$ cat src/hw/rtl/utf8d_pkg.sv
// shared widths and byte-class constants for the utf-8 decoder
`default_nettype none
package utf8d_pkg;

  localparam int unsigned ByteW = 8;
  localparam int unsigned CpW   = 21;
  localparam int unsigned PendW = 2;

  // byte classes, tested as (byte & mask) == pattern
  localparam logic [ByteW-1:0] AsciiMax  = 8'h7F;
  localparam logic [ByteW-1:0] ContMask  = 8'hC0;
  localparam logic [ByteW-1:0] ContPat   = 8'h80;
  localparam logic [ByteW-1:0] Lead2Mask = 8'hE0;
  localparam logic [ByteW-1:0] Lead2Pat  = 8'hC0;
  localparam logic [ByteW-1:0] Lead3Mask = 8'hF0;
  localparam logic [ByteW-1:0] Lead3Pat  = 8'hE0;
  localparam logic [ByteW-1:0] Lead4Mask = 8'hF8;
  localparam logic [ByteW-1:0] Lead4Pat  = 8'hF0;

  // payload masks of lead and continuation bytes
  localparam logic [ByteW-1:0] ContBits  = 8'h3F;
  localparam logic [ByteW-1:0] Lead2Bits = 8'h1F;
  localparam logic [ByteW-1:0] Lead3Bits = 8'h0F;
  localparam logic [ByteW-1:0] Lead4Bits = 8'h07;

  // continuation bytes still expected after each lead
  localparam logic [PendW-1:0] PendNone  = 2'd0;
  localparam logic [PendW-1:0] PendOne   = 2'd1;
  localparam logic [PendW-1:0] PendTwo   = 2'd2;
  localparam logic [PendW-1:0] PendThree = 2'd3;

endpackage
`default_nettype wire

$ cat src/hw/rtl/utf8_to_codepoint_decoder.sv
// utf-8 byte stream to code point decoder, one byte word per cycle unless stalled
//
//  channel | direction | handshake               | payload
//  --------+-----------+-------------------------+------------------------------
//  in      | sink      | in_valid_i / in_ready_o | data_byte_i, end_of_string_i
//  out     | source    | out_valid_o/out_ready_i | code_point_o, ends_string_o
//
// one word is taken every cycle while in_ready_o is high; a word that completes a
// code point passes the input register, then is decoded into the result register
// the decode step is a handful of masks, compares and a six-bit shift
// reset (rst_ni low, asynchronous) empties both registers and clears the
// pending count and the gathered bits
// while the result register is stalled the input register holds one word, so
// at most two words are in flight before in_ready_o drops
`default_nettype none
module utf8_to_codepoint_decoder (
  input  wire logic                        clk_i,
  input  wire logic                        rst_ni,
  input  wire logic                        in_valid_i,
  output logic                             in_ready_o,
  input  wire logic [utf8d_pkg::ByteW-1:0] data_byte_i,
  input  wire logic                        end_of_string_i,
  output logic                             out_valid_o,
  input  wire logic                        out_ready_i,
  output logic [utf8d_pkg::CpW-1:0]        code_point_o,
  output logic                             ends_string_o
);
  import utf8d_pkg::*;

  // input register
  logic             s1_valid_q;
  logic [ByteW-1:0] s1_byte_q;
  logic             s1_last_q;

  // decoder state
  logic [PendW-1:0] pend_q, pend_d;
  logic [CpW-1:0]   gath_q, gath_d;

  // result register
  logic           out_valid_q;
  logic [CpW-1:0] out_cp_q;
  logic           out_last_q;

  logic           out_free;
  logic           s1_adv;
  logic           emit;
  logic [CpW-1:0] emit_cp;
  logic [CpW-1:0] shifted;

  // result register can load when empty or being drained this cycle
  assign out_free   = !out_valid_q || out_ready_i;
  assign s1_adv     = s1_valid_q && out_free;
  assign in_ready_o = !s1_valid_q || out_free;

  // six fresh bits from a continuation byte, old bits above
  assign shifted = {gath_q[CpW-7:0], s1_byte_q[5:0] & ContBits[5:0]};

  always_comb begin
    pend_d  = pend_q;
    gath_d  = gath_q;
    emit    = 1'b0;
    emit_cp = '0;
    if (s1_adv) begin
      if (pend_q == PendNone) begin
        if (s1_byte_q <= AsciiMax) begin
          emit    = 1'b1;
          emit_cp = {{(CpW-ByteW){1'b0}}, s1_byte_q};
        end else if ((s1_byte_q & Lead2Mask) == Lead2Pat) begin
          gath_d = {{(CpW-ByteW){1'b0}}, s1_byte_q & Lead2Bits};
          pend_d = PendOne;
        end else if ((s1_byte_q & Lead3Mask) == Lead3Pat) begin
          gath_d = {{(CpW-ByteW){1'b0}}, s1_byte_q & Lead3Bits};
          pend_d = PendTwo;
        end else if ((s1_byte_q & Lead4Mask) == Lead4Pat) begin
          gath_d = {{(CpW-ByteW){1'b0}}, s1_byte_q & Lead4Bits};
          pend_d = PendThree;
        end
        // stray continuation or invalid lead: dropped
      end else if ((s1_byte_q & ContMask) == ContPat) begin
        pend_d = pend_q - PendOne;
        if (pend_q == PendOne) begin
          emit    = 1'b1;
          emit_cp = shifted;
          gath_d  = '0;
        end else begin
          gath_d = shifted;
        end
      end else begin
        // broken sequence: discard it and swallow the byte
        pend_d = PendNone;
        gath_d = '0;
      end
      if (s1_last_q) begin
        pend_d = PendNone;
        gath_d = '0;
      end
    end
  end

  always_ff @(posedge clk_i or negedge rst_ni) begin
    if (!rst_ni) begin
      s1_valid_q  <= 1'b0;
      out_valid_q <= 1'b0;
      pend_q      <= PendNone;
      gath_q      <= '0;
    end else begin
      pend_q <= pend_d;
      gath_q <= gath_d;
      if (in_ready_o) begin
        s1_valid_q <= in_valid_i;
      end
      if (out_free) begin
        out_valid_q <= s1_adv && emit;
      end
    end
  end

  // payload registers, no reset
  always_ff @(posedge clk_i) begin
    if (in_valid_i && in_ready_o) begin
      s1_byte_q <= data_byte_i;
      s1_last_q <= end_of_string_i;
    end
    if (s1_adv && emit) begin
      out_cp_q   <= emit_cp;
      out_last_q <= s1_last_q;
    end
  end

  assign out_valid_o   = out_valid_q;
  assign code_point_o  = out_cp_q;
  assign ends_string_o = out_last_q;

endmodule
`default_nettype wire

$ cat config.mk
export PLATFORM = sky130hd
export DESIGN_NAME = utf8_to_codepoint_decoder
export DESIGN_NICKNAME = d
export VERILOG_FILES = /design/src/hw/rtl/utf8d_pkg.sv /design/src/hw/rtl/utf8_to_codepoint_decoder.sv
export SDC_FILE = /design/constraint.sdc
export NUM_CORES = 1
export LEC_CHECK = 0
export BUFFER_PORTS_ARGS = -buffer_cell sky130_fd_sc_hd__buf_2
export CAP_MARGIN = 20
export CORE_AREA = 2 2 52 79
export CTS_BUF_LIST = sky130_fd_sc_hd__clkbuf_8 sky130_fd_sc_hd__clkbuf_16
export CTS_CLUSTER_DIAMETER = 150
export DETAILED_ROUTE_END_ITERATION = 12
export DIE_AREA = 0 0 54 81
export MAX_ROUTING_LAYER = met4
export PLACE_DENSITY = 0.85
export SKIP_CTS_REPAIR_TIMING = 1
export SLEW_MARGIN = 5
export SYNTH_ARGS = -nofsm -noshare
export SYNTH_HDL_FRONTEND = slang
export SYNTH_SLANG_ARGS = --single-unit
$ cat constraint.sdc
create_clock -name clk_i -period 5.4 [get_ports clk_i]
set_input_delay 1.08 -clock clk_i [delete_from_list [all_inputs] [get_ports clk_i]]
set_output_delay 1.08 -clock clk_i [all_outputs]
set_load 0.05 [all_outputs]
==> impl_metrics.xml, run 1 <==
<?xml version="1.0" encoding="UTF-8"?>
<metrics>
  <group name="timing">
    <metric name="hold_ws" unit="ns">0.531</metric>
    <metric name="fin_setup_tns" unit="ns">0</metric>
    <metric name="final-setup-viol-count" unit="">0</metric>
    <metric name="maxSlewHeadroom" unit="%">37.1</metric>
    <metric name="timing.fmax" unit="MHz">371</metric>
    <metric name="finalClockSkew" unit="ns">0.00716</metric>
    <metric name="worstMarginPinSlew" unit="ns">0.944</metric>
    <metric name="finalHoldViolations" unit="">0</metric>
    <metric name="rsz_0062_raised_after_global_routing" unit="">false</metric>
    <metric name="period_share" unit="%">50.0</metric>
    <metric name="final-max-slew-violation-count" unit="">0</metric>
    <metric name="layout_min_cycle_time" unit="ns">2.70</metric>
  </group>
  <group name="global_routing">
    <metric name="vias_in_the_first_global_route" unit="">1278</metric>
    <metric name="grt_first_pass_wirelength" unit="um">6000</metric>
    <metric name="tot_gr_track_use" unit="%">20.0</metric>
    <metric name="grt.overflow.total" unit="">0</metric>
    <metric name="antenna_found_initial" unit="">0</metric>
    <metric name="largest_net_degree_at_the_start_of_global_routing" unit="">20</metric>
  </group>
  <group name="detailed_routing">
    <metric name="met1Wirelength" unit="um">1380</metric>
    <metric name="met2_wirelength" unit="um">1980</metric>
    <metric name="post-route-drc-count" unit="">0</metric>
    <metric name="viasPerCell" unit="">5.37</metric>
    <metric name="detail_route.first_pass.iterations" unit="">4</metric>
    <metric name="ant_nets" unit="">0</metric>
    <metric name="highest_layer" unit="">met4</metric>
    <metric name="drtIter0Drc" unit="">79</metric>
    <metric name="num_vias" unit="">1305</metric>
    <metric name="wl_per_cell" unit="um">15.0</metric>
    <metric name="route.met3.wl" unit="um">183</metric>
    <metric name="postRouteWirelength" unit="um">3650</metric>
  </group>
  <group name="pwr">
    <metric name="power_per_cell_area" unit="nW/um^2">451</metric>
    <metric name="static-leakage-power" unit="nW">0.993</metric>
    <metric name="ir_drop" unit="mV">0.250</metric>
  </group>
  <group name="cts">
    <metric name="clkTransAtPathRegs" unit="ns">0.09</metric>
    <metric name="cts_max_path_buffers" unit="">2</metric>
    <metric name="cts_buffers" unit="">5</metric>
    <metric name="cts.htree.levels" unit="">2</metric>
    <metric name="clock_tree.root_cell" unit="">clkbuf_8</metric>
    <metric name="clock_tree_from_tritoncts" unit="">done</metric>
    <metric name="numClockSinks" unit="">50</metric>
    <metric name="clk_latency" unit="ns">0.30</metric>
  </group>
  <group name="floorplan">
    <metric name="die_height" unit="um">81</metric>
    <metric name="initial_utilization" unit="%">55.6</metric>
    <metric name="fp.coreArea" unit="sq um">3780</metric>
    <metric name="die_width" unit="um">54</metric>
    <metric name="std_cell_rows" unit="">28</metric>
    <metric name="fp.dieArea" unit="sq um">4370</metric>
    <metric name="ios" unit="">37</metric>
  </group>
  <group name="synth">
    <metric name="post_synth_main_area_contributors" unit="">edfxtp_1 (44%), dfrtp_1 (23%), mux2i_1 (6.7%), inv_1 (3.6%), nor3_1 (3.3%)</metric>
    <metric name="synthesis.yosys.warnings" unit="">0</metric>
    <metric name="synth_top_area_share" unit="%">44.3</metric>
    <metric name="netlist_area" unit="sq um">2100</metric>
    <metric name="mappedNetlistNets" unit="">172</metric>
    <metric name="synth-seq-cells" unit="">50</metric>
    <metric name="postSynthCellCount" unit="">157</metric>
    <metric name="ys_top_cells_by_count" unit="">edfxtp_1 (31), inv_1 (20), dfrtp_1 (19)</metric>
    <metric name="synthDistinctLibCells" unit="">32</metric>
    <metric name="synth_largest_area_cell" unit="">edfxtp_1</metric>
    <metric name="yosys.cell_count.top_type" unit="">edfxtp_1</metric>
    <metric name="syn_avg_cell_area" unit="sq um">13.4</metric>
    <metric name="synth-async-reset-ratio" unit="%">38.0</metric>
    <metric name="seq_area_frac_synth" unit="%">66.9</metric>
    <metric name="synth_enable_flop_cells" unit="">31</metric>
    <metric name="synthFlopType" unit="">edfxtp_1</metric>
  </group>
  <group name="job">
    <metric name="drv_cap" unit="">0</metric>
  </group>
  <group name="critical_path">
    <metric name="worst_r2r_startpoint" unit="">pend_q[0]</metric>
    <metric name="cp-endpoint" unit="">code_point_o[7]</metric>
    <metric name="setup.reg_to_reg.worst_slack" unit="ns">2.70</metric>
    <metric name="critical_path.reg2reg.endpoint" unit="">code_point_o[7]</metric>
    <metric name="timing.critical_path.to_type" unit="">flop</metric>
    <metric name="critical_path.startpoint" unit="">pend_q[0]</metric>
    <metric name="start_kind" unit="">flop</metric>
    <metric name="critPathKind" unit="">reg2reg</metric>
    <metric name="worst-r2r-cell-count" unit="">6</metric>
    <metric name="worstPathRequired" unit="ns">5.40</metric>
    <metric name="critPathMaxFanout" unit="">16</metric>
    <metric name="timing.critical_path.arrival" unit="ns">2.70</metric>
  </group>
  <group name="cells_and_area">
    <metric name="layout-drive-gt1-share" unit="%">27.3</metric>
    <metric name="area.growth.synth_to_final" unit="%">14.2</metric>
    <metric name="nets_finish" unit="">212</metric>
    <metric name="sequential_cell_area" unit="sq um">1410</metric>
    <metric name="fillers" unit="">297</metric>
    <metric name="antenna-diode-count" unit="">0</metric>
    <metric name="multi_input_area" unit="sq um">577</metric>
  </group>
  <group name="outcome">
    <metric name="status" unit="">completed</metric>
  </group>
  <group name="min_path">
    <metric name="min_path_type" unit="">reg2reg</metric>
  </group>
  <group name="placement">
    <metric name="globalplace.congestion" unit="">0.861</metric>
    <metric name="detailedPlacementHpwl" unit="um">2620</metric>
    <metric name="io_buffers" unit="">36</metric>
  </group>
</metrics>
==> worst min path at each step <==
stage / from / endpoint / slack [ns] / cells after the start
2_1_floorplan: gath_q[14] / gath_q[14] / 0.49 / 2
3_3_place_gp: gath_q[12] / gath_q[12] / 0.50 / 2
3_5_place_dp: out_valid_o / out_valid_o / 0.52 / 1
4_1_cts: gath_q[6] / gath_q[12] / 0.53 / 2
5_1_grt: gath_q[6] / gath_q[12] / 0.54 / 2
6_report: gath_q[10] / gath_q[10] / 0.53 / 2
==> sequential cells by signal, summed over array words and instances (netlist names) <==
register and count:
pend_q 2, s1_byte_q 8, code_point_o 21, s1_valid_q 1
ends_string_o 1, s1_last_q 1, out_valid_o 1, gath_q 15
==> report_power, final <==
group | switching (mW) | internal [mW]
registers | 0.0335 | 0.482
clock network | 0.120 | 0.103
logic | 0.250 | 0.0954
==> logic make-up after synthesis <==
| family | Yosys count | synth area share (%) |
|---|---|---|
| muxes | 15 | 7.38 |
| and+or+nand+nor | 50 | 13.3 |
| DFF | 50 | 66.9 |
| AOI/OAI and AO/OA | 15 | 5.54 |
| adders and majority gates | 2 | 1.19 |
| buffers and inverters | 25 | 5.65 |
==> cells in the final DEF, fill, tap and decap left out <==
master | netlist | final
ha_1 | 2 | 2
and2_4 | 1 | 1
nand2_2 | 1 | 1
nand2b_1 | 2 | 2
o21a_1 | 1 | 1
nand4_1 | 2 | 2
buf_2 | 1 | 36
and3_1 | 1 | 1
a21o_1 | 1 | 1
o311ai_0 | 1 | 1
clkinv_2 | 0 | 1
nor2_1 | 1 | 1
mux2i_1 | 14 | 14
o21ai_1 | 2 | 2
a21oi_1 | 2 | 2
o211ai_1 | 1 | 1
clkbuf_8 | 0 | 6
dfrtp_1 | 19 | 19
edfxtp_1 | 31 | 31
o41ai_4 | 1 | 1
nand2_1 | 14 | 14
clkinvlp_4 | 0 | 1
nand3_1 | 4 | 4
inv_1 | 20 | 20
o21ai_0 | 4 | 4
a21oi_2 | 2 | 2
nor3_1 | 14 | 14
buf_4 | 0 | 1
and2_1 | 8 | 8
mux2_4 | 1 | 1
nand2b_4 | 1 | 1
nor4b_4 | 1 | 1
inv_2 | 1 | 1
==> area by class of cell <==
class	count	area share, %
Clock buffer	6	3.44
Clock inverter	2	0.521
Sequential cell	50	58.6
Timing Repair Buffer	37	7.82
Tap cell	45	2.34
Inverter	21	3.28
Multi-Input combinational cell	82	24.0
==> stage by stage <==
step           std cells  setup slack [ns]  power, mW  utilization, %  cell area [sq um]
2_1_floorplan        157              2.78      0.801               -               2100
3_3_place_gp         235              2.64      0.854            60.9               2310
3_5_place_dp         235              2.57      0.867            60.9               2310
4_1_cts              243              2.71       1.09            63.5               2400
5_1_grt              243              2.53       1.14            63.5               2400
6_report             243              2.70       1.08            63.5               2400
==> critical path, stage by stage, from the launching register on <==
cell	delay, ns
dfrtp_1	0.37
inv_1	0.06
ha_1	0.31
nor2_1	0.21
nand3_1	0.45
a21oi_2	0.64
buf_4	0.34
==> per-layer routing <==
metal,GRT usage [%],up-vias
li1,-,624
met1,23.5,634
met2,32.4,38
met3,3.31,9
met4,10.5,0
met5,-,-
Note: power is estimated with default switching activity, not from simulation.
==> inputs of run 2 (changes only) <==
- CORE_AREA: 2 2 52 79 -> 2 2 54 82
- DIE_AREA: 0 0 54 81 -> 0 0 56 84
- PLACE_DENSITY: 0.85 -> 0.8
- clock period: 5.4 -> 2.8 ns (I/O delays scaled with it)
==> run 2 against run 1 <==
  * Design area grew 2.2%
  * Critical path type unchanged
  * Non-clock buffer count grew 3
  * Largest cell class unchanged
  * Total power grew 100%
  * Highest routed layer unchanged
==> impl_metrics.xml, run 2 (synthesis results as in run 1) <==
<?xml version="1.0" encoding="UTF-8"?>
<metrics>
  <group name="timing">
    <metric name="final-max-slew-violation-count" unit="">0</metric>
    <metric name="setup_slack" unit="ns">0.709</metric>
    <metric name="worstMarginPinSlew" unit="ns">0.602</metric>
    <metric name="layout_min_cycle_time" unit="ns">2.09</metric>
    <metric name="period_share" unit="%">74.7</metric>
    <metric name="fin_setup_tns" unit="ns">0</metric>
    <metric name="final-setup-viol-count" unit="">0</metric>
    <metric name="timing.fmax" unit="MHz">478</metric>
    <metric name="maxSlewHeadroom" unit="%">59.7</metric>
    <metric name="finalClockSkew" unit="ns">0.00960</metric>
    <metric name="finalHoldViolations" unit="">0</metric>
    <metric name="rsz_0062_raised_after_global_routing" unit="">false</metric>
  </group>
  <group name="cts">
    <metric name="cts_buffers" unit="">5</metric>
    <metric name="cts_max_path_buffers" unit="">2</metric>
    <metric name="clock_tree_from_tritoncts" unit="">done</metric>
    <metric name="clock_tree.root_cell" unit="">clkbuf_8</metric>
    <metric name="cts.htree.levels" unit="">2</metric>
    <metric name="clkTransAtPathRegs" unit="ns">0.09</metric>
    <metric name="clk_latency" unit="ns">0.31</metric>
    <metric name="numClockSinks" unit="">50</metric>
  </group>
  <group name="detailed_routing">
    <metric name="post-route-drc-count" unit="">0</metric>
    <metric name="detail_route.first_pass.iterations" unit="">4</metric>
    <metric name="ant_nets" unit="">0</metric>
    <metric name="num_vias" unit="">1309</metric>
    <metric name="postRouteWirelength" unit="um">3580</metric>
    <metric name="wl_per_cell" unit="um">14.5</metric>
    <metric name="viasPerCell" unit="">5.30</metric>
    <metric name="drtIter0Drc" unit="">23</metric>
  </group>
  <group name="floorplan">
    <metric name="fp.dieArea" unit="sq um">4700</metric>
    <metric name="die_height" unit="um">84</metric>
    <metric name="die_width" unit="um">56</metric>
    <metric name="ios" unit="">37</metric>
    <metric name="std_cell_rows" unit="">29</metric>
    <metric name="initial_utilization" unit="%">51.7</metric>
    <metric name="fp.coreArea" unit="sq um">4060</metric>
  </group>
  <group name="pwr">
    <metric name="power_switching_share" unit="%">35.9</metric>
    <metric name="ir_drop" unit="mV">0.551</metric>
    <metric name="power.clock.fraction" unit="%">23.2</metric>
    <metric name="internal_power" unit="mW">1.40</metric>
    <metric name="seq_power_share" unit="%">45.4</metric>
    <metric name="power.share.combinational" unit="%">31.4</metric>
    <metric name="static-leakage-power" unit="nW">1.02</metric>
    <metric name="power" unit="mW">2.18</metric>
    <metric name="netSwitchingPower" unit="uW">781</metric>
    <metric name="power_per_cell_area" unit="nW/um^2">887</metric>
  </group>
  <group name="critical_path">
    <metric name="worst_r2r_startpoint" unit="">pend_q[0]</metric>
    <metric name="critPathKind" unit="">reg2reg</metric>
    <metric name="start_kind" unit="">flop</metric>
    <metric name="critical_path.startpoint" unit="">pend_q[0]</metric>
    <metric name="timing.critical_path.arrival" unit="ns">2.10</metric>
    <metric name="critPathMaxFanout" unit="">23</metric>
    <metric name="timing.critical_path.to_type" unit="">flop</metric>
    <metric name="setup.reg_to_reg.worst_slack" unit="ns">0.71</metric>
    <metric name="worstPathRequired" unit="ns">2.81</metric>
  </group>
  <group name="global_routing">
    <metric name="largest_net_degree_at_the_start_of_global_routing" unit="">24</metric>
    <metric name="grt_first_pass_wirelength" unit="um">5930</metric>
    <metric name="tot_gr_track_use" unit="%">17.2</metric>
    <metric name="grt.overflow.total" unit="">0</metric>
    <metric name="antenna_found_initial" unit="">0</metric>
    <metric name="vias_in_the_first_global_route" unit="">1293</metric>
  </group>
  <group name="cells_and_area">
    <metric name="mostFrequentLayoutCells" unit="">buf_2 (36), edfxtp_1 (31), inv_1 (20), dfrtp_1 (19)</metric>
    <metric name="fillers" unit="">341</metric>
    <metric name="area.growth.synth_to_final" unit="%">16.8</metric>
    <metric name="most_frequent_standard_cell_in_the_layout_excluding_fill_and_tap_cells" unit="">buf_2</metric>
    <metric name="nets_finish" unit="">215</metric>
    <metric name="antenna-diode-count" unit="">0</metric>
    <metric name="largest_register_ffs" unit="">21</metric>
    <metric name="multi_input_area" unit="sq um">577</metric>
    <metric name="layout-drive-gt1-share" unit="%">28.4</metric>
    <metric name="sequential_cell_area" unit="sq um">1410</metric>
  </group>
  <group name="min_path">
    <metric name="min_path_type" unit="">in2async</metric>
  </group>
  <group name="placement">
    <metric name="io_buffers" unit="">36</metric>
    <metric name="globalplace.congestion" unit="">0.961</metric>
    <metric name="detailedPlace.worstSlack" unit="ns">0.713</metric>
    <metric name="detailedPlacementHpwl" unit="um">2510</metric>
  </group>
  <group name="outcome">
    <metric name="status" unit="">completed</metric>
  </group>
  <group name="job">
    <metric name="drv_cap" unit="">0</metric>
  </group>
</metrics>
run 2: cell types whose count changed in the layout (fill, tap and decap cells not counted):
cell        delta
clkbuf_8       -1
buf_12         +1
bufinv_16      +1
inv_6          +1
clkinvlp_4     -1
buf_4          +2
run 2: path summary, 6_finish.rpt:
kind                                         to  cells after the start
min in group clk_i                 s1_byte_q[2]                      1
worst min register to register        gath_q[7]                      2
worst min-delay path                 gath_q[11]                      1
worst max-delay path            code_point_o[0]                      7
max in group asynchronous             gath_q[1]                      1
worst max register to register  code_point_o[0]                      7
run 2: metal layers:
layer  GRT usage (%)  routed length, um  vias to the layer above
met5               -                  0                        -
met4            7.14                 70                        0
met3            4.65                210                        9
met2            28.1               1850                       44
met1            19.8               1440                      624
li1                -                  -                      632
run 2: final cells by class:
type / instances / area share (%)
clock buffers: 5 / 2.80
clock inverters: 3 / 1.78
inverters: 21 / 3.21
multi-input cells: 82 / 23.5
flip-flops and latches: 50 / 57.3
well taps: 46 / 2.34
repair buffers: 40 / 9.07
run 2: power groups by stage:
stage	clock network (mW)	registers (mW)	logic (mW)
final	0.506	0.989	0.683
after global routing	0.551	1.00	0.732
after CTS	0.515	0.990	0.684
after detailed placement	0	1.00	0.684
after global placement	0	1.00	0.671
after floorplan	0	1.21	0.335
run 2: stage by stage:
step           area (sq um)  utilization [%]  cells  hold WS [ns]
2_1_floorplan          2100                -    157         0.264
3_3_place_gp           2340             57.6    239         0.496
3_5_place_dp           2340             57.6    239         0.519
4_1_cts                2450             60.4    247         0.193
5_1_grt                2450             60.4    247         0.200
6_report               2450             60.4    247         0.177
run 2: critical path, cell delays in order, from the launching register on:
cell and delay [ns]:
dfrtp_1 0.37, inv_1 0.06, ha_1 0.29, nor2_1 0.21, nand3_1 0.10, buf_4 0.21
a21oi_2 0.34, buf_12 0.22
